`src/rsth_pkg.sv`:
```
// Shared constants, codes and elaboration-time helpers for the rise/set
// transit and half-arc pipeline. No dependencies.
package rsth_pkg;

    // Fixed-point constants (Q60 radians, Q30 day fractions)
    localparam logic signed [63:0] PI_Q60       = 64'sh3243_F6A8_885A_308D;
    localparam logic signed [63:0] TWO_PI_Q60   = PI_Q60 <<< 1;
    localparam logic signed [63:0] HALF_PI_Q60  = PI_Q60 >>> 1;
    localparam logic signed [63:0] GAIN_INV_Q60 = 64'sd700114967507363238;
    localparam logic [31:0]        TWO_OVER_PI_Q32   = 32'd2734261102;
    localparam logic [30:0]        SIDEREAL_RATE_Q30 = 31'd1070810509;
    localparam logic signed [63:0] ARCMIN_Q60   = PI_Q60 / 10800;
    localparam logic [24:0]        ARCMIN_LO    = ARCMIN_Q60[24:0];
    localparam logic [23:0]        ARCMIN_HI    = ARCMIN_Q60[48:25];
    localparam logic [30:0]        ONE_Q30      = 31'h4000_0000;
    localparam logic [29:0]        HALF_Q30     = 30'h2000_0000;
    localparam logic [29:0]        QUARTER_Q30  = 30'h1000_0000;

    // Pipeline step counts of the divider and the square root
    localparam int DIV_STEPS  = 31;
    localparam int SQRT_STEPS = 32;

    // Twilight kinds
    localparam logic [2:0] KIND_NORMAL = 3'd0;
    localparam logic [2:0] KIND_96     = 3'd1;
    localparam logic [2:0] KIND_102    = 3'd2;
    localparam logic [2:0] KIND_108    = 3'd3;
    localparam logic [2:0] KIND_CUSTOM = 3'd4;

    // Zenith distances in arc minutes
    localparam logic [13:0] ZEN_NORMAL_AM = 14'd5450;
    localparam logic [13:0] ZEN_96_AM     = 14'd5760;
    localparam logic [13:0] ZEN_102_AM    = 14'd6120;
    localparam logic [13:0] ZEN_108_AM    = 14'd6480;

    // Configuration register indexes
    localparam logic [1:0] CFG_LATITUDE = 2'd0;
    localparam logic [1:0] CFG_ZEN_DEG  = 2'd1;
    localparam logic [1:0] CFG_ZEN_MIN  = 2'd2;

    // v / (2k+1) for the arctangent series
    function automatic logic signed [63:0] odd_div(input logic signed [63:0] v, input int k);
        logic signed [63:0] r;
        case (k)
            0:  r = v;
            1:  r = v / 3;
            2:  r = v / 5;
            3:  r = v / 7;
            4:  r = v / 9;
            5:  r = v / 11;
            6:  r = v / 13;
            7:  r = v / 15;
            8:  r = v / 17;
            9:  r = v / 19;
            10: r = v / 21;
            11: r = v / 23;
            12: r = v / 25;
            13: r = v / 27;
            14: r = v / 29;
            15: r = v / 31;
            16: r = v / 33;
            17: r = v / 35;
            18: r = v / 37;
            19: r = v / 39;
            20: r = v / 41;
            21: r = v / 43;
            22: r = v / 45;
            23: r = v / 47;
            24: r = v / 49;
            25: r = v / 51;
            26: r = v / 53;
            27: r = v / 55;
            28: r = v / 57;
            29: r = v / 59;
            30: r = v / 61;
            default: r = v / 63;
        endcase
        return r;
    endfunction

    // atan(2^-idx) in Q60, evaluated at elaboration
    function automatic logic signed [63:0] atan_q60(input int idx);
        logic signed [63:0] sum;
        logic signed [63:0] t;
        int e;
        sum = '0;
        if (idx == 0) begin
            return PI_Q60 >>> 2;
        end
        for (int k = 0; k < 32; k++) begin
            e = 62 - idx * (2 * k + 1);
            if (e >= 0) begin
                t = odd_div(64'sd1 <<< e, k);
                sum = ((k & 1) != 0) ? sum - t : sum + t;
            end
        end
        return (sum + 64'sd2) >>> 2;
    endfunction

    // Q60 to Q30, rounded half up
    function automatic logic signed [33:0] rnd30(input logic signed [63:0] v);
        logic signed [63:0] s;
        s = (v + 64'sd536870912) >>> 30;
        return s[33:0];
    endfunction

endpackage

```
`src/rsth_div_cell.sv`:
```
// One registered restoring-division step producing one quotient bit.
// Uses rsth_pkg.
module rsth_div_cell import rsth_pkg::*; #(
    parameter bit FIRST = 1'b0
) (
    input  logic        i_clk,
    input  logic        i_en,
    input  logic [63:0] i_r,
    input  logic [63:0] i_d,
    input  logic [30:0] i_q,
    output logic [63:0] o_r,
    output logic [63:0] o_d,
    output logic [30:0] o_q
);

    logic [63:0] r_r, r_d;
    logic [30:0] r_q;
    logic [63:0] n_rs;
    logic        n_ge;

    always_comb begin
        n_rs = FIRST ? i_r : (i_r << 1);
        n_ge = (n_rs >= i_d);
    end

    always_ff @(posedge i_clk) begin
        if (i_en) begin
            r_r <= n_ge ? (n_rs - i_d) : n_rs;
            r_d <= i_d;
            r_q <= {i_q[29:0], n_ge};
        end
    end

    assign o_r = r_r;
    assign o_d = r_d;
    assign o_q = r_q;

endmodule

```
`config.mk`:
```
export PLATFORM = sky130hd
export DESIGN_NAME = rsth_div_cell
export DESIGN_NICKNAME = d
export VERILOG_FILES = /design/src/rsth_pkg.sv /design/src/rsth_div_cell.sv
export SDC_FILE = /design/constraint.sdc
export NUM_CORES = 1
export LEC_CHECK = 0
export ABC_AREA = 1
export BUFFER_PORTS_ARGS = -buffer_cell sky130_fd_sc_hd__buf_2
export CORE_MARGIN = 2
export CORE_UTILIZATION = 45
export CTS_BUF_LIST = sky130_fd_sc_hd__clkbuf_8
export DETAILED_ROUTE_END_ITERATION = 6
export PLACE_DENSITY = 0.83
export SLEW_MARGIN = 20
export SYNTH_ARGS = -nofsm -noshare
export SYNTH_HDL_FRONTEND = slang
export SYNTH_SLANG_ARGS = --single-unit
```
`constraint.sdc`:
```
create_clock -name i_clk -period 2.19 [get_ports i_clk]
set_clock_uncertainty 0.1 [all_clocks]
set_input_delay 0.3285 -clock i_clk [delete_from_list [all_inputs] [get_ports i_clk]]
set_output_delay 0.3285 -clock i_clk [all_outputs]
set_load 0.02 [all_outputs]
```
==> qor.csv <==
metric;value;unit
status;finished clean;
hold wc startpoint;i_r[4];
ranking of synthesized cells by area;edfxtp_1 (40%), nand2_1 (24%), inv_1 (13%), ha_1 (6.7%), nor2_1 (3.5%);
P_leak;10.1;nW
Inst Count DP;2668;
sequential share of the synthesized area;0.402;
Root Buffer;clkbuf_8;
clock sink count;159;
Power, Total;10.1;mW
Port Buffers;317;
standard-cell rows;59;
clk buf depth;2;
pin count of the biggest net entering global routing;51;
hold worst-path end;o_r[5]$_DFFE_PP_;
final-report setup violation count;0;
final antenna-violating net count;0;
CP Data Required Time;2330;ps
CP endpoint kind;register;
Syn Area/Cell;6.85;um^2
syn_nets;1960;
DR iter-0 viols;1351;
gr usage total;0.325;
drt wl/cell;16.8;um
share of layout cells above drive strength 1;0.309;
RePlAce Congestion;0.946;
multiplexer share of the synthesized area;0;
Vias;13600;
Ports;320;
Peak supply drop;402;uV
setup ws final;75.6;ps
TritonCTS clock tree;yes;
Max-cap violations;0;
Yosys top cell by area;edfxtp_1;
area grow syn2layout;49.9;%
Cell Count, Final, Fillers Out;2795;
unrepaired setup endpoints after global routing;true;
number of antenna violations at the first check in global routing;1;
Final TNS setup;0;ps
FF+latch count, synth;159;
CTS Buf Count;17;
HPWL after DPL;36000;um
largest family of logic cells by synthesized area;simple AND/OR/NAND/NOR gates;
Gate Count Post-Synth;1734;
final wirelength;46900;um
Synth top area share;0.402;
final design utilization;0.685;
initial core utilization;0.457;
critical-path cell list;buf_2, inv_1, ha_1, nand2_1, nor2_4, nand2_2, nor2_4, nand3_1, nand3_2, nand2_2, nand2_4, inv_4, buf_12, nand2_1, nand2_1;
CTS clk-pin slew, worst paths;120;ps
Synth Area in Compound Gates;0.0210;
CP max-delay cell;ha_1;
DRT Pass-1 Iters;5;
Cell Area, Synth;0.0119;mm^2
Placed Area;0.0161;mm^2
worst hold path depth;3;
fin nets;2674;
DRC;0;
Synth warnings;0;
critical path class;in2reg;
Period Utilization, post-route;0.965;
Hold WC Path Type;in2reg;
Tmin final;2110;ps
first-pass GRT wire length;69500;um
post-route cell area;0.0178;mm^2
worst-path maximum fanout;32;
die area;0.0277;mm^2
pre-CTS setup slack;-624;ps
crit start category;primary input;
arrival time worst endpoint;2250;ps
Peak Freq;473;MHz
most used cell, CP;nand2_1;
CTS H-tree lvls;4;
Crit path largest cell delay;340;ps
post-synthesis adder-cell area fraction;0.0691;
Slew @ Worst Pin;454;ps
Slew headroom;0.695;
xor/xnor cell area share of the yosys netlist;0.0229;
synth unique cells;29;
final hold violation count;0;
P per Cell Area;569;mW/mm^2
Via-to-Cell Ratio;4.86;
max-slew violations;0;
filler instances;2137;
core area;0.0260;mm^2
die width;166;um
vias in the first global route;13100;
Die Y;166;um
Worst setup startpoint;i_d[29];
final hold slack;23.9;ps
ant diodes;0;
GRT overflow;0;
Post-Synth Simple-Gate Area;0.347;
-- worst max-delay path, delay by kind of cell --
family                   cells  cell delay, ps
AND/OR/NAND/NOR             10            1190
buffers and inverters        4             360
adder cells (fa/ha/maj)      1             340
-- area by class of cell --
type | instances | area, um^2 | share of cell area
multi-input cells | 1160 | 5830 | 0.328
repair buffers | 708 | 4870 | 0.274
flip-flops and latches | 159 | 4770 | 0.268
inverters | 402 | 1510 | 0.0850
well taps | 335 | 419 | 0.0236
clock buffers | 17 | 234 | 0.0132
clock inverters | 14 | 149 | 0.00837
-- where the power goes --
| group | total [mW] | internal, mW | switching [mW] |
|---|---|---|---|
| sequential | 3.83 | 3.74 | 0.0875 |
| combinational | 3.96 | 1.62 | 2.35 |
| clock | 2.33 | 0.935 | 1.39 |
-- metal layers --
layer  wire length [um]  GRT usage
met5                  0          0
met1              19400      0.421
met2              22500      0.560
met4               1320     0.0900
met3               3560     0.0570
-- registers in the layout (all words and copies together) (netlist names) --
name  flops
o_d      64
o_q      31
o_r      64
-- timing repair --
item	CTS	global route
endpoints found under the hold margin	94	0
resized for setup	4	85
pin swaps	0	7
hold buffers	94	0
setup endpoints to repair	3	62
cloned	0	1
buffers inserted	0	1
-- cell families (layout without fill, tap and decap cells) --
logic type | after synthesis | after routing
XOR/XNOR | 31 | 31
flip-flops | 159 | 159
adder cells (fa/ha/maj) | 65 | 65
AND/OR/NAND/NOR | 1015 | 1015
buffers and inverters | 415 | 1141
AO/OA/AOI/OAI | 49 | 49
-- cell usage after synthesis --
master    count
a21oi_1      42
a21oi_2       1
and2_1        2
and3_1        1
buf_2         5
buf_4         1
buf_6         5
buf_8         2
clkinv_1      1
edfxtp_1    159
fa_1          1
ha_1         64
inv_1       396
inv_2         4
inv_4         1
nand2_1     761
nand2_2       7
nand2_4       2
nand3_1      79
nand3_2      12
nand4_1      19
nor2_1      110
nor2_2        6
nor3_1       10
nor3_2        3
nor4_1        3
o21ai_0       5
o21ai_1       1
xor2_1       31
-- worst max-delay path by stage --
| stage | to | slack (ps) | cells past startpoint |
|---|---|---|---|
| floorplan | o_r[60]$_DFFE_PP_ | -40 | 16 |
| global placement | o_r[43]$_DFFE_PP_ | -530 | 15 |
| detailed placement | o_r[43]$_DFFE_PP_ | -620 | 15 |
| CTS | o_r[51]$_DFFE_PP_ | 10 | 13 |
| global route | o_r[61]$_DFFE_PP_ | -20 | 16 |
| finish | o_r[22]$_DFFE_PP_ | 80 | 15 |
-- placed cells by master (no fill, tap or decap), types with 5 or more instances in the layout --
cell type,Yosys,final
xor2_1,31,31
inv_6,0,5
nand3_1,79,70
nor3_1,10,9
nand3_2,12,21
edfxtp_1,159,159
nor2_2,6,21
buf_12,0,7
nand2_2,7,36
a21oi_1,42,38
nand2_1,761,731
buf_4,1,288
nor2_1,110,88
nor2_4,0,7
o21ai_0,5,5
dlygate4sd3_1,0,94
ha_4,0,8
buf_2,5,316
nand4_1,19,19
inv_1,396,396
ha_1,64,51
clkbuf_8,0,17
ha_2,0,5
Note: power is estimated with default switching activity, not from simulation.
