==> config.mk <==
export PLATFORM = sky130hd
export DESIGN_NAME = rsth_fold
export DESIGN_NICKNAME = d
export VERILOG_FILES = /design/src/rsth_pkg.sv /design/src/rsth_fold.sv
export SDC_FILE = /design/constraint.sdc
export NUM_CORES = 1
export LEC_CHECK = 0
export BUFFER_PORTS_ARGS = -buffer_cell sky130_fd_sc_hd__buf_2
export CORE_ASPECT_RATIO = 0.5
export CORE_MARGIN = 3
export CORE_UTILIZATION = 53
export DETAILED_ROUTE_END_ITERATION = 6
export GPL_TIMING_DRIVEN = 0
export HOLD_SLACK_MARGIN = 0.06
export PLACE_DENSITY_LB_ADDON = 0.1
export SYNTH_ARGS = -nofsm -noshare
export SYNTH_HDL_FRONTEND = slang
export SYNTH_SLANG_ARGS = --single-unit
==> constraint.sdc <==
create_clock -name i_clk -period 3.9 [get_ports i_clk]
set_input_delay 0.585 -clock i_clk [delete_from_list [all_inputs] [get_ports i_clk]]
set_output_delay 0.585 -clock i_clk [all_outputs]
set_load 0.05 [all_outputs]
==> src/rsth_pkg.sv <==
// Shared constants, codes and elaboration-time helpers for the rise/set
// transit and half-arc pipeline. No dependencies.
package rsth_pkg;

    // Fixed-point constants (Q60 radians, Q30 day fractions)
    localparam logic signed [63:0] PI_Q60       = 64'sh3243_F6A8_885A_308D;
    localparam logic signed [63:0] TWO_PI_Q60   = PI_Q60 <<< 1;
    localparam logic signed [63:0] HALF_PI_Q60  = PI_Q60 >>> 1;
    localparam logic signed [63:0] GAIN_INV_Q60 = 64'sd700114967507363238;
    localparam logic [31:0]        TWO_OVER_PI_Q32   = 32'd2734261102;
    localparam logic [30:0]        SIDEREAL_RATE_Q30 = 31'd1070810509;
    localparam logic signed [63:0] ARCMIN_Q60   = PI_Q60 / 10800;
    localparam logic [24:0]        ARCMIN_LO    = ARCMIN_Q60[24:0];
    localparam logic [23:0]        ARCMIN_HI    = ARCMIN_Q60[48:25];
    localparam logic [30:0]        ONE_Q30      = 31'h4000_0000;
    localparam logic [29:0]        HALF_Q30     = 30'h2000_0000;
    localparam logic [29:0]        QUARTER_Q30  = 30'h1000_0000;

    // Pipeline step counts of the divider and the square root
    localparam int DIV_STEPS  = 31;
    localparam int SQRT_STEPS = 32;

    // Twilight kinds
    localparam logic [2:0] KIND_NORMAL = 3'd0;
    localparam logic [2:0] KIND_96     = 3'd1;
    localparam logic [2:0] KIND_102    = 3'd2;
    localparam logic [2:0] KIND_108    = 3'd3;
    localparam logic [2:0] KIND_CUSTOM = 3'd4;

    // Zenith distances in arc minutes
    localparam logic [13:0] ZEN_NORMAL_AM = 14'd5450;
    localparam logic [13:0] ZEN_96_AM     = 14'd5760;
    localparam logic [13:0] ZEN_102_AM    = 14'd6120;
    localparam logic [13:0] ZEN_108_AM    = 14'd6480;

    // Configuration register indexes
    localparam logic [1:0] CFG_LATITUDE = 2'd0;
    localparam logic [1:0] CFG_ZEN_DEG  = 2'd1;
    localparam logic [1:0] CFG_ZEN_MIN  = 2'd2;

    // v / (2k+1) for the arctangent series
    function automatic logic signed [63:0] odd_div(input logic signed [63:0] v, input int k);
        logic signed [63:0] r;
        case (k)
            0:  r = v;
            1:  r = v / 3;
            2:  r = v / 5;
            3:  r = v / 7;
            4:  r = v / 9;
            5:  r = v / 11;
            6:  r = v / 13;
            7:  r = v / 15;
            8:  r = v / 17;
            9:  r = v / 19;
            10: r = v / 21;
            11: r = v / 23;
            12: r = v / 25;
            13: r = v / 27;
            14: r = v / 29;
            15: r = v / 31;
            16: r = v / 33;
            17: r = v / 35;
            18: r = v / 37;
            19: r = v / 39;
            20: r = v / 41;
            21: r = v / 43;
            22: r = v / 45;
            23: r = v / 47;
            24: r = v / 49;
            25: r = v / 51;
            26: r = v / 53;
            27: r = v / 55;
            28: r = v / 57;
            29: r = v / 59;
            30: r = v / 61;
            default: r = v / 63;
        endcase
        return r;
    endfunction

    // atan(2^-idx) in Q60, evaluated at elaboration
    function automatic logic signed [63:0] atan_q60(input int idx);
        logic signed [63:0] sum;
        logic signed [63:0] t;
        int e;
        sum = '0;
        if (idx == 0) begin
            return PI_Q60 >>> 2;
        end
        for (int k = 0; k < 32; k++) begin
            e = 62 - idx * (2 * k + 1);
            if (e >= 0) begin
                t = odd_div(64'sd1 <<< e, k);
                sum = ((k & 1) != 0) ? sum - t : sum + t;
            end
        end
        return (sum + 64'sd2) >>> 2;
    endfunction

    // Q60 to Q30, rounded half up
    function automatic logic signed [33:0] rnd30(input logic signed [63:0] v);
        logic signed [63:0] s;
        s = (v + 64'sd536870912) >>> 30;
        return s[33:0];
    endfunction

endpackage

==> src/rsth_fold.sv <==
// Two-stage angle reduction ahead of a rotation CORDIC chain: wrap into
// [-pi, pi], then fold into [-pi/2, pi/2] with a cosine sign flag. Uses rsth_pkg.
module rsth_fold import rsth_pkg::*; (
    input  logic               i_clk,
    input  logic               i_en,
    input  logic signed [63:0] i_ang,
    output logic signed [63:0] o_ang,
    output logic               o_neg
);

    logic signed [63:0] r_w;
    logic signed [63:0] r_a;
    logic               r_neg;
    logic signed [63:0] n_w;

    always_comb begin
        if (i_ang > PI_Q60) begin
            n_w = i_ang - TWO_PI_Q60;
        end else if (i_ang < -PI_Q60) begin
            n_w = i_ang + TWO_PI_Q60;
        end else begin
            n_w = i_ang;
        end
    end

    always_ff @(posedge i_clk) begin
        if (i_en) begin
            r_w <= n_w;
            if (r_w > HALF_PI_Q60) begin
                r_a   <= PI_Q60 - r_w;
                r_neg <= 1'b1;
            end else if (r_w < -HALF_PI_Q60) begin
                r_a   <= -PI_Q60 - r_w;
                r_neg <= 1'b1;
            end else begin
                r_a   <= r_w;
                r_neg <= 1'b0;
            end
        end
    end

    assign o_ang = r_a;
    assign o_neg = r_neg;

endmodule

==> results_tabular.tex <==
\begin{tabular}{lr}
\hline
Metric & Value \\
\hline
\multicolumn{2}{l}{\textbf{Outcome}} \\
Result of the run & finished with violations \\
Violations in the final reports & DRC \\
\multicolumn{2}{l}{\textbf{STA}} \\
Slew Limit Headroom & 30.81\% \\
Setup Skew & 0.009063 ns \\
Final setup violation count & 0 \\
Minimum clock period after layout & approximately 3.8 ns \\
Worst Max-Slew Pin Slew & 1.024 ns \\
Max-slew violation count & 0 \\
Smallest hold slack & between 0.4 and 0.5 ns \\
Ratio of final minimum period to clock period & 97.90\% \\
Unrepaired setup endpoints after global routing & yes \\
Max Clk Rate & 0.2619 GHz \\
Final Hold Fails & 0 \\
\multicolumn{2}{l}{\textbf{Synth}} \\
Top-count cell post-synth & sky130\_fd\_sc\_hd\_\_edfxtp\_1 \\
Top cell type's share of synthesized area & 33.61\% \\
Proportion of synthesized chip area in sequential cells & roughly a third \\
Leading cell types by total area after synthesis & sky130\_fd\_sc\_hd\_\_edfxtp\_1 34\%, sky130\_fd\_sc\_hd\_\_xnor2\_1 5.2\%, sky130\_fd\_sc\_hd\_\_a21oi\_1 4.2\% \\
Number of enable-type register cells in the synthesized netlist & 129 \\
Most used flip-flop cell after synthesis & sky130\_fd\_sc\_hd\_\_edfxtp\_1 \\
Mux contribution to synthesized area & less than 1\% \\
Fraction of registers with async set or reset after synthesis & 0\% \\
Largest family of logic cells by synthesized area & compound AO/OA/AOI/OAI gates \\
Synthesized-area fraction occupied by ao, oa, aoi and oai cells & about a quarter \\
Parity-gate share of the synthesized area counting xor and xnor cells & 9.336\% \\
Ys Warns & 0 \\
FF+latch count, synth & between 100 and 150 \\
Synthesized area per cell & 8.413 µm² \\
Number of standard cells after synthesis & 1,370 \\
Adder-Cell Fraction of Synth Area & 0.8684\% \\
Distinct cell type count of the synthesized netlist & between 90 and 100 \\
Synth area leader & sky130\_fd\_sc\_hd\_\_edfxtp\_1 \\
Post-Synth Simple-Gate Area & 23.51\% \\
Synth Net Count & 1,444 \\
Netlist Area Pre-Place & 11,530 µm² \\
Most numerous cell types in the synthesized netlist & 129 x sky130\_fd\_sc\_hd\_\_edfxtp\_1, 125 x sky130\_fd\_sc\_hd\_\_nand2\_1, 107 x sky130\_fd\_sc\_hd\_\_nor2\_1 \\
\multicolumn{2}{l}{\textbf{Clock network}} \\
Post-CTS repair timing setup buffer count & 0 \\
H-Tree Level Count & 4 \\
Clock input transition at the sequential cells of the worst setup and hold paths & 0.07 ns \\
Clock latency on the worst-skew pair & 0.42 ns \\
CTS Buf Count & 17 \\
Clock tree root buffer cell & sky130\_fd\_sc\_hd\_\_clkbuf\_16 \\
Number of gates given a new drive strength after cts & 0 \\
TritonCTS Sinks & 129 \\
CTS Hold Bufs & 0 \\
Clock Tree Buf Depth & 2 \\
TritonCTS clock tree & done \\
\multicolumn{2}{l}{\textbf{Floorplan}} \\
Effective utilization at floorplan & 55.08\% \\
Total Die Area & $\sim$24,000 µm² \\
Total core area & about 21,000 µm² \\
Number of primary I/O pins & 131 \\
Die Span X & 214.6 µm \\
Vertical die dimension & 110.3 µm \\
Row cnt & 37 \\
\multicolumn{2}{l}{\textbf{Finish}} \\
Fraction of final layout cells sized beyond drive strength 1 & 14.70\% \\
Post-Layout Inst Area & 13,040 µm² \\
Area of the multi-input gates & approximately 7000 µm² \\
Count of filler cells inserted in the layout & 1,913 \\
Area delta synth->final & 13.09\% \\
Register area & 3874 µm² \\
Post-layout net count & 1,571 \\
\multicolumn{2}{l}{\textbf{Critical path}} \\
Worst Path Arrival & 3.98 ns \\
Category of the critical setup timing path & flop to flop \\
Kind of end point of the critical path & flop \\
Critical-path maximum fanout & 10 \\
Startpoint type of the worst setup path & flop \\
Critical Path RT & 4.06 ns \\
\multicolumn{2}{l}{\textbf{GRT}} \\
First-pass GRT wire length & 63.71 mm \\
Largest net degree at the start of global routing & 82 \\
Global router's overall resource usage & 34.84\% \\
Antenna violations before repair & 0 \\
Number of global-route vias before repair & 10,836 \\
Final global-route overflow total & 0 \\
\multicolumn{2}{l}{\textbf{Power and ir drop}} \\
Total power divided by cell area & 432.3 nW/µm² \\
Total leakage power & 0.004630 µW \\
Total Power & 5635 µW \\
VDD IR max & 0.2608 mV \\
\multicolumn{2}{l}{\textbf{Job}} \\
Number of maximum-capacitance violations & 0 \\
\multicolumn{2}{l}{\textbf{Worst hold path}} \\
Worst min-delay path class & input pin to flop \\
\multicolumn{2}{l}{\textbf{Routing}} \\
Routed vias & 12,218 \\
Number of remaining DRC errors & 1 \\
Antenna-violating nets left & 0 \\
Via density per instance & 6.776 \\
First drt pass iteration count & 7 \\
Detail-routed net length per standard cell & 23.39 µm \\
Iteration-0 DRC Markers & $\sim$1,700 \\
DRT Wirelength & 42.17 mm \\
\multicolumn{2}{l}{\textbf{Place}} \\
Weighted congestion at the end of routability-driven global placement & between 1 and 1.5 \\
Port-buffer cells & 107 \\
Dpl cell area & 12,460 µm² \\
Detail Placement HPWL & roughly 32 mm \\
\hline
\end{tabular}
==> layout by cell type (no fill, tap or decap), types with 12 or more instances in the layout <==
cell type,synthesis,layout
sky130_fd_sc_hd__nor4_1,26,26
sky130_fd_sc_hd__a32oi_1,12,12
sky130_fd_sc_hd__o22ai_1,19,19
sky130_fd_sc_hd__inv_1,23,23
sky130_fd_sc_hd__a21o_1,16,16
sky130_fd_sc_hd__and3_1,32,32
sky130_fd_sc_hd__buf_2,26,132
sky130_fd_sc_hd__a31oi_1,30,30
sky130_fd_sc_hd__nor2_1,107,107
sky130_fd_sc_hd__o21ai_1,14,14
sky130_fd_sc_hd__nand3_1,35,35
sky130_fd_sc_hd__edfxtp_1,129,129
sky130_fd_sc_hd__a21oi_1,96,96
sky130_fd_sc_hd__nand2_1,125,125
sky130_fd_sc_hd__o21ai_0,84,84
sky130_fd_sc_hd__xnor2_1,69,69
sky130_fd_sc_hd__xor2_1,52,52
sky130_fd_sc_hd__o31ai_1,18,18
sky130_fd_sc_hd__clkbuf_1,83,81
sky130_fd_sc_hd__nand2b_1,15,15
sky130_fd_sc_hd__or3_1,17,17
sky130_fd_sc_hd__nor3_1,55,55
sky130_fd_sc_hd__nand4_1,18,18
sky130_fd_sc_hd__clkbuf_16,0,17
==> worst paths after layout <==
kind,from,to,slack (ns),cells past startpoint
min,i_ang[0],r_w[0],0.45,1
min reg2reg,r_w[0],o_ang[0],0.65,1
max reg2reg,r_w[37],o_ang[4],0.08,10
max,r_w[37],o_ang[4],0.08,10
==> power breakdown <==
group          switching (µW)  total [µW]  internal, µW  leakage [µW]
logic                    1550        2150           598       0.00309
registers                 135        1950          1820       0.00126
clock network             645        1540           893      0.000280
total                    2330        5640          3310       0.00463
==> cells by family (layout without fill, tap and decap cells) <==
group	count (synthesis)	count (layout)
buf+inv	148	288
other cells	0	1
compound gates	445	445
mux	2	2
simple gates	516	516
xor+xnor	122	122
fa+ha+maj	8	8
flops	129	129
==> flip-flops by register name (all words and copies together) (netlist names) <==
name   flops
o_ang     64
r_w       64
o_neg      1
==> cell type report <==
type                    count  share of cell area [%]
diodes                      1                 0.01920
plain buffers             125                   4.502
clock buffers              17                   3.264
clock inverters            15                   1.133
inverters                  23                  0.6623
multi-input cells        1093                   53.56
flip-flops and latches    129                   29.72
well taps                 292                   2.803
repair buffers            108                   4.339
==> worst max-delay path, stage by stage, from the launching register on <==
cell	delay, ns
sky130_fd_sc_hd__edfxtp_1	0.32
sky130_fd_sc_hd__clkbuf_1	0.31
sky130_fd_sc_hd__nor4bb_1	0.65
sky130_fd_sc_hd__nand2_1	0.31
sky130_fd_sc_hd__nor2_1	0.16
sky130_fd_sc_hd__and3_1	0.16
sky130_fd_sc_hd__a222oi_1	0.09
sky130_fd_sc_hd__o211ai_2	0.34
sky130_fd_sc_hd__clkbuf_1	0.76
sky130_fd_sc_hd__o22ai_1	0.24
sky130_fd_sc_hd__xor2_1	0.20
==> per-layer routing <==
metal	GRT usage (%)	vias up	part of all wire (%)
met2	47.07	959	38
li1	-	5479	-
met3	10.79	83	15
met4	9.151	0	2.2
met5	0	-	0
met1	52.95	5697	45
==> per-stage QoR <==
stage	TNS, ns	utilization (%)	std cells	setup WS [ns]
global placement	0	59.39	1769	0.1699
floorplan	0	-	1370	0.9695
finish	0	62.29	1803	0.08180
global route	-0.01442	62.28	1802	-0.01442
CTS	0	62.27	1802	0.1942
detailed placement	0	59.53	1770	0.1796
No activity file was read; power rests on OpenSTA's default activity.
