$ cat config.mk
export PLATFORM = sky130hd
export DESIGN_NAME = rsth_sqrt_cell
export DESIGN_NICKNAME = d
export VERILOG_FILES = /design/src/rsth_pkg.sv /design/src/rsth_sqrt_cell.sv
export SDC_FILE = /design/constraint.sdc
export NUM_CORES = 1
export LEC_CHECK = 0
export CAP_MARGIN = 30
export CORE_MARGIN = 2
export CORE_UTILIZATION = 59
export DETAILED_ROUTE_END_ITERATION = 8
export DONT_BUFFER_PORTS = 1
export PLACE_DENSITY_LB_ADDON = 0.3
export SYNTH_ARGS = -nofsm -noshare
export SYNTH_HDL_FRONTEND = slang
export SYNTH_SLANG_ARGS = --single-unit
$ cat constraint.sdc
create_clock -name i_clk -period 3 [get_ports i_clk]
set_input_delay 0.3 -clock i_clk [delete_from_list [all_inputs] [get_ports i_clk]]
set_output_delay 0.3 -clock i_clk [all_outputs]
set_load 0.1 [all_outputs]
$ cat src/rsth_pkg.sv
// Shared constants, codes and elaboration-time helpers for the rise/set
// transit and half-arc pipeline. No dependencies.
package rsth_pkg;

    // Fixed-point constants (Q60 radians, Q30 day fractions)
    localparam logic signed [63:0] PI_Q60       = 64'sh3243_F6A8_885A_308D;
    localparam logic signed [63:0] TWO_PI_Q60   = PI_Q60 <<< 1;
    localparam logic signed [63:0] HALF_PI_Q60  = PI_Q60 >>> 1;
    localparam logic signed [63:0] GAIN_INV_Q60 = 64'sd700114967507363238;
    localparam logic [31:0]        TWO_OVER_PI_Q32   = 32'd2734261102;
    localparam logic [30:0]        SIDEREAL_RATE_Q30 = 31'd1070810509;
    localparam logic signed [63:0] ARCMIN_Q60   = PI_Q60 / 10800;
    localparam logic [24:0]        ARCMIN_LO    = ARCMIN_Q60[24:0];
    localparam logic [23:0]        ARCMIN_HI    = ARCMIN_Q60[48:25];
    localparam logic [30:0]        ONE_Q30      = 31'h4000_0000;
    localparam logic [29:0]        HALF_Q30     = 30'h2000_0000;
    localparam logic [29:0]        QUARTER_Q30  = 30'h1000_0000;

    // Pipeline step counts of the divider and the square root
    localparam int DIV_STEPS  = 31;
    localparam int SQRT_STEPS = 32;

    // Twilight kinds
    localparam logic [2:0] KIND_NORMAL = 3'd0;
    localparam logic [2:0] KIND_96     = 3'd1;
    localparam logic [2:0] KIND_102    = 3'd2;
    localparam logic [2:0] KIND_108    = 3'd3;
    localparam logic [2:0] KIND_CUSTOM = 3'd4;

    // Zenith distances in arc minutes
    localparam logic [13:0] ZEN_NORMAL_AM = 14'd5450;
    localparam logic [13:0] ZEN_96_AM     = 14'd5760;
    localparam logic [13:0] ZEN_102_AM    = 14'd6120;
    localparam logic [13:0] ZEN_108_AM    = 14'd6480;

    // Configuration register indexes
    localparam logic [1:0] CFG_LATITUDE = 2'd0;
    localparam logic [1:0] CFG_ZEN_DEG  = 2'd1;
    localparam logic [1:0] CFG_ZEN_MIN  = 2'd2;

    // v / (2k+1) for the arctangent series
    function automatic logic signed [63:0] odd_div(input logic signed [63:0] v, input int k);
        logic signed [63:0] r;
        case (k)
            0:  r = v;
            1:  r = v / 3;
            2:  r = v / 5;
            3:  r = v / 7;
            4:  r = v / 9;
            5:  r = v / 11;
            6:  r = v / 13;
            7:  r = v / 15;
            8:  r = v / 17;
            9:  r = v / 19;
            10: r = v / 21;
            11: r = v / 23;
            12: r = v / 25;
            13: r = v / 27;
            14: r = v / 29;
            15: r = v / 31;
            16: r = v / 33;
            17: r = v / 35;
            18: r = v / 37;
            19: r = v / 39;
            20: r = v / 41;
            21: r = v / 43;
            22: r = v / 45;
            23: r = v / 47;
            24: r = v / 49;
            25: r = v / 51;
            26: r = v / 53;
            27: r = v / 55;
            28: r = v / 57;
            29: r = v / 59;
            30: r = v / 61;
            default: r = v / 63;
        endcase
        return r;
    endfunction

    // atan(2^-idx) in Q60, evaluated at elaboration
    function automatic logic signed [63:0] atan_q60(input int idx);
        logic signed [63:0] sum;
        logic signed [63:0] t;
        int e;
        sum = '0;
        if (idx == 0) begin
            return PI_Q60 >>> 2;
        end
        for (int k = 0; k < 32; k++) begin
            e = 62 - idx * (2 * k + 1);
            if (e >= 0) begin
                t = odd_div(64'sd1 <<< e, k);
                sum = ((k & 1) != 0) ? sum - t : sum + t;
            end
        end
        return (sum + 64'sd2) >>> 2;
    endfunction

    // Q60 to Q30, rounded half up
    function automatic logic signed [33:0] rnd30(input logic signed [63:0] v);
        logic signed [63:0] s;
        s = (v + 64'sd536870912) >>> 30;
        return s[33:0];
    endfunction

endpackage

$ cat src/rsth_sqrt_cell.sv
// One registered step of the digit-by-digit integer square root.
// Uses rsth_pkg.
module rsth_sqrt_cell import rsth_pkg::*; #(
    parameter int IDX = 0
) (
    input  logic        i_clk,
    input  logic        i_en,
    input  logic [63:0] i_v,
    input  logic [63:0] i_res,
    output logic [63:0] o_v,
    output logic [63:0] o_res
);

    localparam logic [63:0] BIT = 64'd1 << (62 - 2 * IDX);

    logic [63:0] r_v, r_res;
    logic [63:0] n_try;

    assign n_try = i_res + BIT;

    always_ff @(posedge i_clk) begin
        if (i_en) begin
            if (i_v >= n_try) begin
                r_v   <= i_v - n_try;
                r_res <= (i_res >> 1) + BIT;
            end else begin
                r_v   <= i_v;
                r_res <= i_res >> 1;
            end
        end
    end

    assign o_v   = r_v;
    assign o_res = r_res;

endmodule
==> flow_summary.json, run 1 <==
{
  "dp_hpwl_um": 18400,
  "synthArstFlopShare_pct": 0,
  "row_count": 44,
  "synth_cell_types": 58,
  "coreArea_mm2": 0.0144,
  "die_w_um": 125,
  "clk_path_buf_depth": 2,
  "cts.sinks": 128,
  "antenna_found_initial": 0,
  "dp_cells": 1174,
  "maxClockFrequency_mhz": 342,
  "synth_edf_count": 128,
  "multi_input_area_mm2": 0.00444,
  "final_cells": 1278,
  "grt_overflow": 0,
  "crit_arrival_ps": 3110,
  "antenna_cells": 0,
  "ys.flop_type": "edfxtp_1",
  "drt_iter0_markers": 820,
  "cap_viol_max_count": 0,
  "ir_drop_v": 0.000478,
  "wl_um": 27300,
  "cts_max_level": 4,
  "timing.final.ws_setup_ps": 78.0,
  "worst_slew_pin_slew_ps": 962,
  "synth_area_mm2": 0.00861,
  "synth_commonest_cells": "edfxtp_1 (128), a21oi_1 (111), nor2_1 (82), inv_1 (78), ha_1 (64)",
  "pre_cts_ws_ps": -329,
  "routedWlPerCell_um": 21.3,
  "fillerInstances": 912,
  "grtUsageTotal_pct": 33.3,
  "slew_headroom_pct": 36.0,
  "syn_area_per_cell_um2": 9.73,
  "cts_buffers": 17,
  "grt_max_degree": 129,
  "syn-instance-count": 885,
  "initial_core_util_pct": 59.9,
  "drv_slew": 0,
  "power_density_mw_per_mm2": 675,
  "worstHoldPathType": "input pin to register",
  "yosysMostFrequentCell": "edfxtp_1",
  "via_count": 7913,
  "yosys.area.top_type_share_pct": 44.6,
  "synth_xor_area_share_pct": 5.70,
  "setup_violations": 0,
  "hold_viol_final": 0,
  "endpoint_kind": "register",
  "drt_first_pass_iters": 7,
  "synth_top_area_cell": "edfxtp_1",
  "ff_latch_area_mm2": 0.00384,
  "place_congestion": 0.916,
  "critical_path_required_ps": 3180,
  "die_y_um": 125,
  "period_needed_ps": 2920,
  "vias_per_cell": 6.19,
  "cp-start-kind": "input pin",
  "port_buffers": 0,
  "syn_to_final_growth_pct": 30.4,
  "synth.net_count": 1080,
  "synthTopCellsByArea": "edfxtp_1 (45%), ha_1 (9.3%), a21oi_1 (6.5%), a21o_1 (4.3%), xnor2_1 (3.7%)",
  "ios": 258,
  "crit_fanout": 4,
  "status": "complete, no violations",
  "root_buffer": "clkbuf_16",
  "worst-setup-path-type": "input pin to register",
  "grt_pass1_vias": 8030,
  "nNetsFinal": 1277,
  "drc": 0,
  "synthSimpleGateAreaFrac_pct": 13.2,
  "synth_top_family_by_area": "compound AO/OA/AOI/OAI gates",
  "period_share_pct": 97.4,
  "synthMuxAreaShare_pct": 1.95,
  "p_leak_nw": 4.94,
  "synth_fa_ha_area_share_pct": 9.53,
  "ys_ff_latch": 128,
  "grt_pass1_wl_um": 41100,
  "dieArea_mm2": 0.0156,
  "cts_tree": "built",
  "synth-seq-area-share_pct": 44.6,
  "synth_compound_area_share_pct": 19.8,
  "ant_nets": 0,
  "yosys_warnings": 0,
  "drive_above_1_share_pct": 19.7,
  "clk_pin_slew_ps": 60
}
layout by cell type (no fill, tap or decap), types with 11 or more instances in the layout:
cell type and n:
xnor2_1 36, and3_1 13, clkbuf_16 17, nor3_1 11, ha_1 59, nor2_1 81
nand3_1 14, dlygate4sd3_1 63, nand4_1 18, a21oi_1 108, o21ai_0 38, a21o_1 49
edfxtp_1 128, buf_4 143, xor2_1 20, nand2_1 52, inv_1 78
logic make-up (layout without fill, tap and decap cells):
| logic type | count (synthesis) | count (layout) |
|---|---|---|
| AO/OA/AOI/OAI | 272 | 272 |
| XOR/XNOR | 56 | 56 |
| adder cells (fa/ha/maj) | 65 | 65 |
| buffers and inverters | 115 | 324 |
| flip-flops | 128 | 128 |
| multiplexers | 15 | 15 |
| AND/OR/NAND/NOR | 234 | 234 |
per-stage QoR:
step                      cell area, um2  total power [mW]  utilization (%)  TNS (ps)  hold WS, ps
final                              11200              7.57             78.1         0         69.9
after detailed placement            9790              5.27             68.1    -15860          399
after global placement              9790              5.22             68.1    -12700          399
after floorplan                     8640              4.75                -         0          399
after CTS                          11000              7.42             76.4         0        -26.3
after global routing               11200              7.80             78.1     -28.8         73.6
final timing paths:
kind,startpoint,end,slack [ps],cells past startpoint
hold / removal,i_v[4],o_v[4],70,1
setup / recovery,i_v[0],o_v[60],80,15
routing by layer:
metal,vias up,part of all wire [%],GRT usage [%]
met4,0,3.8,15.7
met5,-,0,0
met3,85,10,11.1
met2,482,49,56.2
met1,3724,37,38.1
li1,3622,-,-
where the power goes:
part	switching [mW]	total (mW)	internal, mW
registers	1.59	3.84	2.26
clock network	0.795	2.09	1.29
logic	0.861	1.64	0.780
total	3.24	7.57	4.33
layout make-up:
cell class / instances / area share (%)
tap: 184 / 2.05
multi-input combinational: 642 / 39.6
timing repair buffer: 215 / 16.4
clock buffer: 20 / 3.89
inverter: 78 / 2.61
clock inverter: 11 / 1.26
sequential: 128 / 34.2
registers in the layout (all words and copies together) (netlist names):
| signal | flops |
|---|---|
| o_res | 64 |
| o_v | 64 |
critical path: stages:
cell	delay (ps)
inv_1	40
ha_4	160
fa_2	370
nand2b_4	170
a21oi_4	180
o41ai_2	100
nor4bb_1	170
buf_4	140
nor3_4	180
o21ai_2	100
o41ai_4	360
buf_4	200
or4b_1	440
a21oi_1	120
nor3_1	70
timing repair:
item                       4_1_cts  5_1_grt
setup endpoints to repair        0       44
hold buffers                    62        4
hold endpoints to repair       167       59
resized for setup                0       24
buffers inserted                 0        7
(Power assumes the default switching activity.)
==> inputs of run 2 (changes only) <==
--- a/config.mk
+++ b/config.mk
@@ -7,7 +7,8 @@
 export LEC_CHECK = 0
 export CAP_MARGIN = 30
 export CORE_MARGIN = 2
-export CORE_UTILIZATION = 59
+export CORE_UTILIZATION = 60
+export CTS_BUF_LIST = sky130_fd_sc_hd__clkbuf_4
 export DETAILED_ROUTE_END_ITERATION = 8
 export DONT_BUFFER_PORTS = 1
 export PLACE_DENSITY_LB_ADDON = 0.3
==> run 2 against run 1 <==
  * The flow now finishes with violations (negative hold slack)
  * Fmax decreased by 0.29%
  * Sequential power is essentially flat
  * Combinational power shrank 4%
  * Via count up 1.9%
  * Count of clock-buffer cells in the layout decreased by 2
  * Critical path depth fell by 2
  * Setup slack got worse by 8.5 ps
  * Non-clock buffer count is 32 higher
  * Sequential cell count stayed put
  * Routed wire length barely moved
==> flow_summary.json, run 2 (synthesis gave the netlist of run 1 again) <==
{
  "status": "complete, but fails checks",
  "violations": "negative hold slack",
  "cts_setup_buffers": 0,
  "clk_pin_slew_ps": 120,
  "cts_tree": "built",
  "cts.sinks": 128,
  "ant_nets": 0,
  "clock_power_share_pct": 19.6,
  "nNetsFinal": 1309,
  "drc": 0,
  "switching_share_pct": 46.6,
  "worst-setup-path-type": "input pin to register",
  "worst_slew_pin_slew_ps": 972,
  "cp_slowest_cell": "o21ai_0",
  "holdPathEnd": "o_v[57]",
  "sequentialPowerShare_pct": 57.0,
  "row_count": 43,
  "fin_hold_ws_ps": -155,
  "hold_depth": 0,
  "clk_path_buf_depth": 2,
  "crit_family": "compound AO/OA/AOI/OAI gates",
  "wl_um": 27300,
  "port_buffers": 0,
  "cts_buffers": 17,
  "crit_arrival_ps": 3250,
  "place_congestion": 0.909,
  "crit_chain": "inv_1, ha_1, a21oi_1, nor2b_1, a211o_1, a21oi_1, nor4b_1, buf_4, o31a_1, o21ai_0, a21oi_1, xnor2_1, mux2_2",
  "vias_per_cell": 6.17,
  "final_cell_mix": "edfxtp_1 (128), dlygate4sd3_1 (123), buf_4 (123), a21oi_1 (110), nor2_1 (82)",
  "routedWlPerCell_um": 20.9,
  "setup_violations": 0,
  "drt_first_pass_iters": 7,
  "timing.final.ws_setup_ps": 69.6,
  "hold_viol_final": 38,
  "rsz0062_at_grt": "no",
  "p_leak_nw": 4.90,
  "grt_overflow": 0,
  "antenna_cells": 0,
  "cts_max_level": 4,
  "power_density_mw_per_mm2": 601,
  "antenna_found_initial": 0,
  "endpoint_kind": "register",
  "cpPeakStageDelay_ps": 450,
  "die_w_um": 124,
  "root_buffer": "clkbuf_4",
  "min_from": "i_en",
  "dieArea_mm2": 0.0153,
  "ir_drop_v": 0.000432,
  "power.total_mw": 6.74,
  "internal-power_mw": 3.60,
  "grt_pass1_wl_um": 41100,
  "drv_slew": 0,
  "crit_fanout": 6,
  "worstHoldPathType": "input pin to register",
  "switchingPower_mw": 3.14,
  "coreArea_mm2": 0.0139,
  "maxClockFrequency_mhz": 341,
  "p_comb_share_pct": 23.5,
  "cap_viol_max_count": 0,
  "die_y_um": 124,
  "fin_tns_setup_ps": 0,
  "dp_hpwl_um": 18300,
  "via_count": 8062,
  "grt_pass1_vias": 8388,
  "syn_to_final_growth_pct": 30.1,
  "layout_commonest_cell": "edfxtp_1",
  "dp_cells": 1152,
  "path_buf_inv": 2,
  "grt_max_degree": 129,
  "drt_iter0_markers": 904,
  "drive_above_1_share_pct": 15.8,
  "period_needed_ps": 2930,
  "ios": 258,
  "cp-start-kind": "input pin",
  "final_cells": 1307,
  "slew_headroom_pct": 35.4,
  "pre_cts_ws_ps": -515,
  "critical_path_required_ps": 3320,
  "initial_core_util_pct": 61.8,
  "period_share_pct": 97.7,
  "grtUsageTotal_pct": 35.1,
  "cp_common_cell": "a21oi_1"
}
-- run 2: routing by layer --
metal	track usage (%)	share of wire, %	vias up
met3	10.2	9.4	90
met4	17.4	4.1	0
li1	-	-	3697
met1	39.4	37	3796
met5	0	0	-
met2	60.8	50	479
-- run 2: layout make-up --
type / instances / area [um2]
fill: 819 / 2740
tap: 180 / 225
clock inverter: 14 / 168
timing repair buffer: 247 / 2170
multi-input combinational: 642 / 4360
inverter: 78 / 293
sequential: 128 / 3840
clock buffer: 18 / 135
-- run 2: through the flow --
| step | util (%) | hold WS, ps | instance area, um2 |
|---|---|---|---|
| final | 80.4 | -155 | 11200 |
| after global placement | 69.3 | 399 | 9660 |
| after floorplan | - | 399 | 8640 |
| after CTS | 80.2 | -191 | 11200 |
| after detailed placement | 69.3 | 399 | 9660 |
| after global routing | 80.4 | -203 | 11200 |
-- run 2: power groups by stage --
stage / Combinational, mW / Sequential [mW] / Clock (mW)
final: 1.58 / 3.84 / 1.32
after global routing: 1.71 / 3.86 / 1.39
after CTS: 1.52 / 3.83 / 1.30
after detailed placement: 1.38 / 3.87 / 0
after global placement: 1.33 / 3.87 / 0
after floorplan: 0.923 / 3.83 / 0
-- run 2: timing repair --
| item | CTS | global route |
|---|---|---|
| hold buffers | 122 | 1 |
| resized for setup | 0 | 1 |
| endpoints found under the setup margin | 0 | 12 |
| hold endpoints to repair | 251 | 129 |
-- run 2: worst max-delay path by stage --
stage,from,to,slack [ps],cells after the start
final,i_res[3],o_v[45],70,13
after global routing,i_res[3],o_v[45],0.2,13
after CTS,i_res[3],o_v[61],90,15
after detailed placement,i_res[3],o_v[61],-520,15
after global placement,i_res[3],o_v[61],-330,15
after floorplan,i_res[16],o_v[60],20,12
==> inputs of run 3 (changes only) <==
--- a/config.mk
+++ b/config.mk
@@ -7,11 +7,11 @@
 export LEC_CHECK = 0
 export CAP_MARGIN = 30
 export CORE_MARGIN = 2
-export CORE_UTILIZATION = 60
-export CTS_BUF_LIST = sky130_fd_sc_hd__clkbuf_4
+export CORE_UTILIZATION = 65
 export DETAILED_ROUTE_END_ITERATION = 8
 export DONT_BUFFER_PORTS = 1
 export PLACE_DENSITY_LB_ADDON = 0.3
+export REMOVE_ABC_BUFFERS = 1
 export SYNTH_ARGS = -nofsm -noshare
 export SYNTH_HDL_FRONTEND = slang
 export SYNTH_SLANG_ARGS = --single-unit
==> constraint.sdc (replaced) <==
create_clock -name i_clk -period 3.8 [get_ports i_clk]
set_input_delay 0.38 -clock i_clk [delete_from_list [all_inputs] [get_ports i_clk]]
set_output_delay 0.38 -clock i_clk [all_outputs]
set_load 0.1 [all_outputs]
==> run 3 against run 2 <==
  * The flow now finishes without violations
  * Count of clock-buffer cells in the layout increased by 1
  * Sequential share of layout area increased by 7.1 points
  * Final cell count decreased by 18%
  * Critical path depth unchanged
  * Critical path type unchanged
==> flow_summary.json, run 3 (synthesis gave the netlist of run 1 again) <==
{
  "status": "complete, no violations",
  "initial_core_util_pct": 65.8,
  "design_area_mm2": 0.00929,
  "period_share_pct": 85.3,
  "cts_hold_buf": 0,
  "grt_pass1_vias": 6723,
  "row_count": 42,
  "maxClockFrequency_mhz": 308,
  "cp_slowest_cell": "o41ai_1",
  "clk_path_buf_depth": 2,
  "min_from": "i_res[33]",
  "grt_overflow": 0,
  "p_leak_nw": 3.93,
  "die_w_um": 119,
  "place_congestion": 1.01,
  "root_buffer": "clkbuf_16",
  "nNetsFinal": 1074,
  "ir_drop_v": 0.000309,
  "layout_commonest_cell": "edfxtp_1",
  "clk_pin_slew_ps": 60,
  "drt_iter0_markers": 515,
  "critical_path_required_ps": 4090,
  "clock_power_share_pct": 26.1,
  "crit_chain": "inv_1, ha_1, o211ai_1, a21oi_1, o41ai_1, nor4bb_1, nor3_2, o21ai_1, o41ai_4, buf_12, nor4b_1, a311o_1, nor2_1",
  "sequentialPowerShare_pct": 56.3,
  "cts_resized": 0,
  "worst_slew_pin_slew_ps": 966,
  "drive_above_1_share_pct": 6.17,
  "cts_max_level": 4,
  "cpPeakStageDelay_ps": 580,
  "dp_hpwl_um": 16800,
  "worst-setup-path-type": "input pin to register",
  "rsz0062_at_grt": "no",
  "setup_violations": 0,
  "routedWlPerCell_um": 20.5,
  "slew_headroom_pct": 35.7,
  "drc": 0,
  "power_density_mw_per_mm2": 580,
  "crit_arrival_ps": 3530,
  "placed_area_mm2": 0.00878,
  "drt_first_pass_iters": 5,
  "cts_buffers": 17,
  "internal-power_mw": 2.99,
  "grt_max_degree": 129,
  "switchingPower_mw": 2.39,
  "fillerInstances": 949,
  "crit_fanout": 30,
  "vias_per_cell": 6.44,
  "grt_pass1_wl_um": 34400,
  "cts.sinks": 128,
  "cts_setup_buffers": 0,
  "holdPathEnd": "o_res[32]",
  "hold_depth": 0,
  "worstHoldPathType": "input pin to register",
  "switching_share_pct": 44.4,
  "final_cell_mix": "edfxtp_1 (128), a21oi_1 (111), nor2_1 (82), inv_1 (78), ha_1 (64)",
  "antenna_found_initial": 0,
  "p_comb_share_pct": 17.6,
  "antenna_cells": 0,
  "syn_to_final_growth_pct": 7.85,
  "hold_viol_final": 0,
  "period_needed_ps": 3240,
  "die_y_um": 119,
  "endpoint_kind": "register",
  "coreArea_mm2": 0.0131,
  "via_count": 6880,
  "cap_viol_max_count": 0,
  "grtUsageTotal_pct": 31.0,
  "dieArea_mm2": 0.0142,
  "drv_slew": 0,
  "cp-start-kind": "input pin",
  "cts_tree": "built",
  "ios": 258,
  "wl_um": 21900,
  "port_buffers": 0,
  "ant_nets": 0,
  "final_util_pct": 71.0
}
==> run 3: cell count changes in the layout (fill, tap and decap cells not counted), moves of 2 or more <==
| cell | before | now |
|---|---|---|
| ha_1 | 62 | 64 |
| bufinv_16 | 3 | 0 |
| buf_4 | 123 | 11 |
| clkinvlp_4 | 4 | 2 |
| clkinv_1 | 2 | 6 |
| clkbuf_16 | 0 | 17 |
| clkbuf_4 | 18 | 0 |
| dlygate4sd3_1 | 123 | 0 |
| clkbuf_1 | 0 | 2 |
| ha_4 | 2 | 0 |
==> run 3: cell type report <==
type / count / area, um2 / share of cell area [%]
clock buffers: 19 / 433 / 4.66
well taps: 176 / 220 / 2.37
inverters: 78 / 293 / 3.15
clock inverters: 13 / 73.8 / 0.795
flip-flops and latches: 128 / 3840 / 41.4
repair buffers: 12 / 103 / 1.10
multi-input cells: 642 / 4320 / 46.5
==> run 3: power groups by stage <==
stage	Sequential, mW	Clock (mW)	Combinational (mW)
floorplan	3.02	0	0.722
global placement	3.06	0	0.893
detailed placement	3.06	0	0.923
CTS	3.03	1.42	0.931
global route	3.04	1.48	1.05
finish	3.03	1.41	0.950
==> run 3: how the worst max path moves through the flow <==
stage                          to  cells past startpoint  startpoint  slack (ps)
after floorplan           o_v[60]                     12   i_res[16]       -2210
after global placement    o_v[61]                     13    i_res[3]         270
after detailed placement  o_v[61]                     13    i_res[3]         170
after CTS                 o_v[61]                     13    i_res[3]         600
after global routing       o_v[2]                     14      i_v[0]         360
final                     o_v[61]                     13    i_res[3]         560
==> run 3: per-layer routing <==
layer	track usage [%]	routed length [um]	up-vias
met5	0	0	-
met4	12.6	543	0
met3	8.19	1830	55
met2	54.5	11300	350
met1	36.0	8280	3270
li1	-	-	3205
==> run 3: worst max-delay path, delay by kind of cell <==
family,cells,cell delay (ps)
and+or+nand+nor,4,860
adders and majority gates,1,380
AOI/OAI and AO/OA,6,1660
buffers and inverters,2,230
==> run 3: metrics by stage <==
stage	hold WS, ps	setup slack (ps)	power (mW)	setup TNS [ps]	cells
4_1_cts	33.8	600	5.38	0	1068
3_3_place_gp	479	272	3.95	0	1036
3_5_place_dp	479	171	3.98	0	1036
2_1_floorplan	479	-2210	3.75	-118940	848
5_1_grt	33.1	365	5.56	0	1068
6_report	46.6	557	5.39	0	1068
